[src/rtl/lrt_pkg.sv]
// Package for the linear regression trainer: shared types, widths, codes
// and saturation helpers. No dependencies.
package lrt_pkg;

   localparam int FEAT_W   = 18;
   localparam int NUM_FEAT = 5;
   localparam int COEF_W   = 32;
   localparam int IDX_W    = 3;
   localparam int OPA_W    = 33;
   localparam int OPB_W    = 18;
   localparam int PROD_W   = OPA_W + OPB_W;
   localparam int ACC_W    = 64;
   localparam int CFG_W    = 16;
   localparam int ADDR_W   = 4;

   localparam logic signed [FEAT_W-1:0] ONE_Q16 = 18'sd65536;

   typedef struct packed {
      logic [NUM_FEAT*FEAT_W-1:0] feats;
      logic [FEAT_W-1:0]          target;
   } sample_type;

   typedef enum logic [1:0] {
      OP_LOAD    = 2'd0,
      OP_TRAIN   = 2'd1,
      OP_PREDICT = 2'd2,
      OP_CLEAR   = 2'd3
   } opcode_type;

   typedef enum logic [1:0] {
      REG_LEARNING_RATE  = 2'd0,
      REG_TOLERANCE      = 2'd1,
      REG_MAX_ITERATIONS = 2'd2,
      REG_NONE           = 2'd3
   } reg_index_type;

   typedef enum logic [1:0] {
      PH_DOT,
      PH_GRAD,
      PH_STEP
   } phase_type;

   typedef struct packed {
      phase_type          phase;
      logic [IDX_W-1:0]   idx;
   } mac_tag_type;

   typedef enum logic [3:0] {
      ST_IDLE,
      ST_ITER,
      ST_SAMP,
      ST_RD,
      ST_DOT,
      ST_DOT_WAIT,
      ST_HRES,
      ST_GRAD,
      ST_UPD,
      ST_UPD_WAIT,
      ST_EMIT
   } state_type;

   // Clamp a signed 64-bit value into signed 32 bits
   function automatic logic signed [COEF_W-1:0] sat32(input logic signed [ACC_W-1:0] v);
      logic signed [ACC_W-1:0] hi;
      logic signed [ACC_W-1:0] lo;
      hi = 64'sh0000_0000_7FFF_FFFF;
      lo = -64'sh0000_0000_8000_0000;
      if (v > hi) begin
         return 32'sh7FFF_FFFF;
      end else if (v < lo) begin
         return 32'sh8000_0000;
      end
      return v[COEF_W-1:0];
   endfunction

endpackage

[src/rtl/lrt_mac.sv]
// Shared signed multiplier of the trainer with a registered product and tag.
// Depends on lrt_pkg.
module lrt_mac (
   input  logic                                clock,
   input  logic                                reset,
   input  logic                                mul_en,
   input  logic signed [lrt_pkg::OPA_W-1:0]    op_a,
   input  logic signed [lrt_pkg::OPB_W-1:0]    op_b,
   input  lrt_pkg::mac_tag_type                tag_in,
   output logic                                prod_vld,
   output logic signed [lrt_pkg::PROD_W-1:0]   prod,
   output lrt_pkg::mac_tag_type                tag_out
);
   import lrt_pkg::*;

   logic                       vld_ff;
   logic signed [PROD_W-1:0]   prod_ff;
   logic signed [PROD_W-1:0]   prod_in;
   mac_tag_type                tag_ff;

   assign prod_in = op_a * op_b;

   // Track which operations are in flight
   always_ff @(posedge clock) begin
      if (reset) begin
         vld_ff <= 1'b0;
      end else begin
         vld_ff <= mul_en;
      end
   end

   // Hold product and tag
   always_ff @(posedge clock) begin
      if (mul_en) begin
         prod_ff <= prod_in;
         tag_ff  <= tag_in;
      end
   end

   assign prod_vld = vld_ff;
   assign prod     = prod_ff;
   assign tag_out  = tag_ff;

endmodule

[config.mk]
export PLATFORM = sky130hd
export DESIGN_NAME = lrt_mac
export DESIGN_NICKNAME = d
export VERILOG_FILES = /design/src/rtl/lrt_pkg.sv /design/src/rtl/lrt_mac.sv
export SDC_FILE = /design/constraint.sdc
export NUM_CORES = 2
export LEC_CHECK = 0
export ABC_AREA = 1
export BUFFER_PORTS_ARGS = -buffer_cell sky130_fd_sc_hd__buf_4
export CAP_MARGIN = 20
export CORE_MARGIN = 2
export CORE_UTILIZATION = 57
export CTS_CLUSTER_DIAMETER = 50
export DETAILED_ROUTE_END_ITERATION = 10
export PLACE_DENSITY = 0.8
export SYNTH_ARGS = -nofsm -noshare
export SYNTH_HDL_FRONTEND = slang
export SYNTH_SLANG_ARGS = --single-unit
export TNS_END_PERCENT = 5
[constraint.sdc]
create_clock -name clock -period 7.7 [get_ports clock]
set_clock_uncertainty 0.05 [all_clocks]
set_input_delay 0.77 -clock clock [delete_from_list [all_inputs] [get_ports clock]]
set_output_delay 0.77 -clock clock [all_outputs]
set_load 0.02 [all_outputs]
=== Yosys cells after proc, flatten, opt, wreduce, memory -nomap -nowiden ===
Cells that the tools add are included.

* Shift operators: 0
* Multiplexer cells: 0
* Equal/unequal tests: 0
* $mul: 1
* Order comparisons: 0
* $add $sub $neg: 0
* Bitwise operators: 0
* Reductions and logical operators: 0
* Divide/modulo/power cells: 0

{| class="wikitable"
|+ Operator list
! kind !! number
|-
| 33-bit by 18-bit multiplier with 51-bit output || 1
|}

* Bits in read-only memories: 0
* Bits of input ports: 59
* Memories kept: 0
* Word-level logic and storage cells: 5
* Flip-flop bits (word level): 57
* RAM bits: 0
* Bits in latches: 0

=== Logic depth before layout (Yosys ltp) ===
* Depth in word-level cells: 1
* Gate-level depth with buffers: 29
* Depth with buffers taken out: 27

=== Worst setup path before layout ===
No wires, ideal clock.

* Path type: in2reg
* Start point: input port op_a[32] in the netlist's numbering
* End point: register prod_ff[46], in the netlist prod[46], data pin
* Data required time: 7.397 ns
* Path slack: 1.526 ns
* Cell stages on the path: 24
* Arrival: 5.872 ns
* Library setup time: 0.253 ns
* Cells stage by stage: clkbuf_1 clkbuf_1 nand2_1 inv_1 fa_1 fa_1 ha_1 inv_1 fa_1 inv_1 fa_1 inv_1 fa_1 inv_1 ha_1 nand2_1 nor2_1 inv_1 nor2_1 nand2_1 nor2_1 nand2_1 nand4_1 nand2_1

* Longest elaborated chain between the ends: 1

{| class="wikitable"
|+ Ends and longest elaborated chain
! item !! RTL line !! source
|-
| start: declaration || lrt_mac.sv:7 || <nowiki>input logic signed [lrt_pkg::OPA_W-1:0] op_a,</nowiki>
|-
| 33-bit by 18-bit multiplier with 51-bit output || lrt_mac.sv:21 || <nowiki>assign prod_in = op_a * op_b;</nowiki>
|-
| named net prod_in[46] || lrt_mac.sv:18 || <nowiki>logic signed [PROD_W-1:0] prod_in;</nowiki>
|-
| end signal: assignment || lrt_mac.sv:35 || <nowiki>prod_ff <= prod_in;</nowiki>
|-
| end: declaration || lrt_mac.sv:17 || <nowiki>logic signed [PROD_W-1:0] prod_ff;</nowiki>
|}

The timed path passes the listed nets, and every way through them passes these cells.
A chain may end at the register's enable or synchronous reset.

=== Final worst setup path ===
* Start point: input port op_b[1] in the netlist's numbering
* End point: register prod_ff[46], in the netlist prod[46], data pin

* Longest elaborated chain between the ends: 1

{| class="wikitable"
|+ Ends and longest elaborated chain
! item !! RTL line !! source
|-
| start: declaration || lrt_mac.sv:8 || <nowiki>input logic signed [lrt_pkg::OPB_W-1:0] op_b,</nowiki>
|-
| 33-bit by 18-bit multiplier with 51-bit output || lrt_mac.sv:21 ||
|-
| named net prod_in[46] || lrt_mac.sv:18 ||
|}

The timed path passes the listed nets, and every way through them passes these cells.

==> summary.md <==
| Metric | Value |
|---|---|
| Area share of and/or/nand/nor cells after synthesis | `0.197` |
| Routability congestion estimate | `0.935` |
| Synth Area in Adders | `0.533` |
| CTS max path bufs | `2` |
| Post-route ant nets | `0` |
| HPWL Detailed | `49300 um` |
| Area grow syn2layout | `5.54%` |
| Crit path top cell by count | `inv_1` |
| Worst path max stage delay | `0.57 ns` |
| Crit path cell chain | `buf_4 > nand2_1 > inv_1 > fa_1 > fa_1 > ha_1 > inv_1 > fa_1 > inv_1 > fa_1 > inv_1 > fa_1 > inv_1 > ha_1 > nand2_1 > nor2_1 > inv_1 > nor2_1 > nand2_1 > nor2_1 > nand2_1 > nand4_1 > nand2_1` |
| Post CTS Setup Buffer Count | `0` |
| Syn. warnings | `0` |
| Port bufs | `115` |
| Number of buffers created by CTS | `9` |
| Die Y | `210 um` |
| Total GRT Usage | `0.301` |
| Fillers | `3653` |
| Post-Syn Area | `24200 sq um` |
| Syn Nets | `3919` |
| CTS tree | `yes` |
| Syn Inst Count | `3168` |
| Slew @ Worst Pin | `0.748 ns` |
| Register area | `1700 sq um` |
| Largest family of logic cells by synthesized area | `adder cells` |
| CP top delay family | `adder cells` |
| GR Overflow Total | `0` |
| Library cells used by synthesis | `30` |
| Cts repair resizes | `0` |
| Compound-cell area share of the yosys netlist | `0.00774` |
| Req. time, crit path | `7.73 ns` |
| CTS root buf | `clkbuf_16` |
| Vias | `19000` |
| Vias in the first global route | `20500` |
| Drt first pass iters | `6` |
| Wire per inst | `16.7 um` |
| Slew margin rel. | `0.501` |
| Htree depth | `3` |
| Vias per inst | `5.14` |
| WP buf/inv | `7` |
| Tmin final | `6.39 ns` |
| Startpoint type of the worst setup path | `primary input` |
| Setup TNS | `0 ns` |
| Share of cells above drive strength 1 | `0.0642` |
| Full die area | `44200 sq um` |
| Status | `completed` |
| Final Max Tran Viols | `0` |
| DR DRC count | `0` |
| Mux contribution to synthesized area | `0` |
| HP Class | `in -> reg` |
| Largest net degree at the start of global routing | `58` |
| Unrepaired setup endpoints after global routing | `false` |
| Die width | `210 um` |
| Final setup violation count | `0` |
| Fin nets | `3909` |
| I/O pins | `116` |
| Slowest-stage cell, CP | `fa_1` |
| Total Wirelength | `61700 um` |
| Post-synthesis xor/xnor area fraction | `0.00903` |
| Number of synthesized register bits | `57` |
| First-pass GRT wire length | `104000 um` |
| Clock Sinks | `57` |
| FMAX | `0.156 GHz` |
| Cts hold-fix bufs | `0` |
| Final Hold Slack | `0.540 ns` |
| Critical path peak fanout | `33` |
| Sequential area share after synthesis | `0.0702` |
| CP Data Arrival Time | `6.42 ns` |
| Final period util | `0.830` |
| Initial antenna violation count | `2` |
| FP Rows | `75` |
| Hold Fails Final Rpt | `0` |
| DR iter-0 viols | `1395` |
| Max Cap Viol | `0` |
| Initial core utilization | `0.578` |
| CP Capture Type | `flop` |
| Clock transition at path regs | `0.05 ns` |
| Core ar. | `41900 sq um` |
| Crit Path Category | `in -> reg` |
| Area occupied by multi-input gates | `18100 sq um` |
| Synth Area per Inst | `7.65 sq um` |
## synthesized netlist by cell type
cell type  number  area share
dfxtp_1         1     0.00083
inv_2          10      0.0015
nand3_1        50       0.010
a21oi_1        24      0.0050
nand2_2        25      0.0065
a21o_1          1     0.00031
nor2_1         90       0.014
nor3_2          2     0.00083
nor2_4          6      0.0028
o21a_1          2     0.00062
nand2_1       959        0.15
ha_1          123       0.063
nand3b_4        1     0.00083
xor2_1         22      0.0079
o21ai_0         1     0.00021
nand3_2         4      0.0017
nor3_4          1     0.00067
or2_2           5      0.0013
fa_1          569        0.47
edfxtp_1       56       0.069
buf_1           9      0.0014
inv_1        1035        0.16
xnor2_1         3      0.0011
clkbuf_1      128       0.020
a21oi_2         2     0.00072
nor3_1          2     0.00041
nand3b_1        2     0.00062
nor2_2         17      0.0044
nand4_1        15      0.0039
o21bai_1        3     0.00093
## state kept, by name, indices dropped and copies added, names as in the netlist
| register | count |
|---|---|
| prod | 51 |
| tag_out | 5 |
| prod_vld | 1 |
## metal layers
metal / vias to the layer above / global-route usage / part of all wire
met3: 203 / 0.0486 / 0.093
li1: 8643 / - / -
met4: 0 / 0.123 / 0.048
met5: - / 0 / 0
met1: 9276 / 0.373 / 0.37
met2: 923 / 0.527 / 0.49
## area by class of cell
cell class | count | share of cell area
clock buffer | 9 | 0.00880
multi-input combinational | 1929 | 0.708
antenna | 1 | 0.0000978
tap | 539 | 0.0264
timing repair buffer | 116 | 0.0340
inverter | 1045 | 0.153
sequential | 57 | 0.0665
clock inverter | 7 | 0.00333
## metrics by stage
| step | setup slack [ns] | cell area (sq um) | cells | util |
|---|---|---|---|---|
| CTS | 1.38 | 25600 | 3702 | 0.610 |
| floorplan | 1.53 | 24200 | 3168 | - |
| finish | 1.31 | 25600 | 3703 | 0.610 |
| global placement | 1.17 | 25300 | 3686 | 0.602 |
| global route | 0.937 | 25600 | 3703 | 0.610 |
| detailed placement | 1.05 | 25300 | 3686 | 0.602 |
## cell families after synthesis
group                      count (synthesis)
AOI/OAI and AO/OA                         33
xor gates and xnor gates                  25
adders and majority gates                692
buffers and inverters                   1182
DFF                                       57
and+or+nand+nor                         1179
## path summary, 6_finish.rpt
path | start | end | slack, ns | depth (start not counted)
min | reset | prod_vld | 0.54 | 2
max | op_b[1] | prod[46] | 1.31 | 23
## placed cells by master, fill, tap and decap left out, drive strengths merged
master,synthesis,routed
o21a,2,2
buf,9,116
nor2,113,113
nand4,15,15
nor3,5,5
xnor2,3,3
dfxtp,1,1
clkinvlp,0,1
xor2,22,22
a21o,1,1
nand2,984,984
fa,569,569
o21ai,1,1
clkinv,0,4
or2,5,5
ha,123,123
diode,0,1
clkbuf,128,9
bufinv,0,2
inv,1045,1045
o21bai,3,3
nand3,54,54
nand3b,3,3
edfxtp,56,56
a21oi,26,26
Power is not shown: default switching activity piles up to over one toggle a cycle in this logic, so the estimate is an artifact.
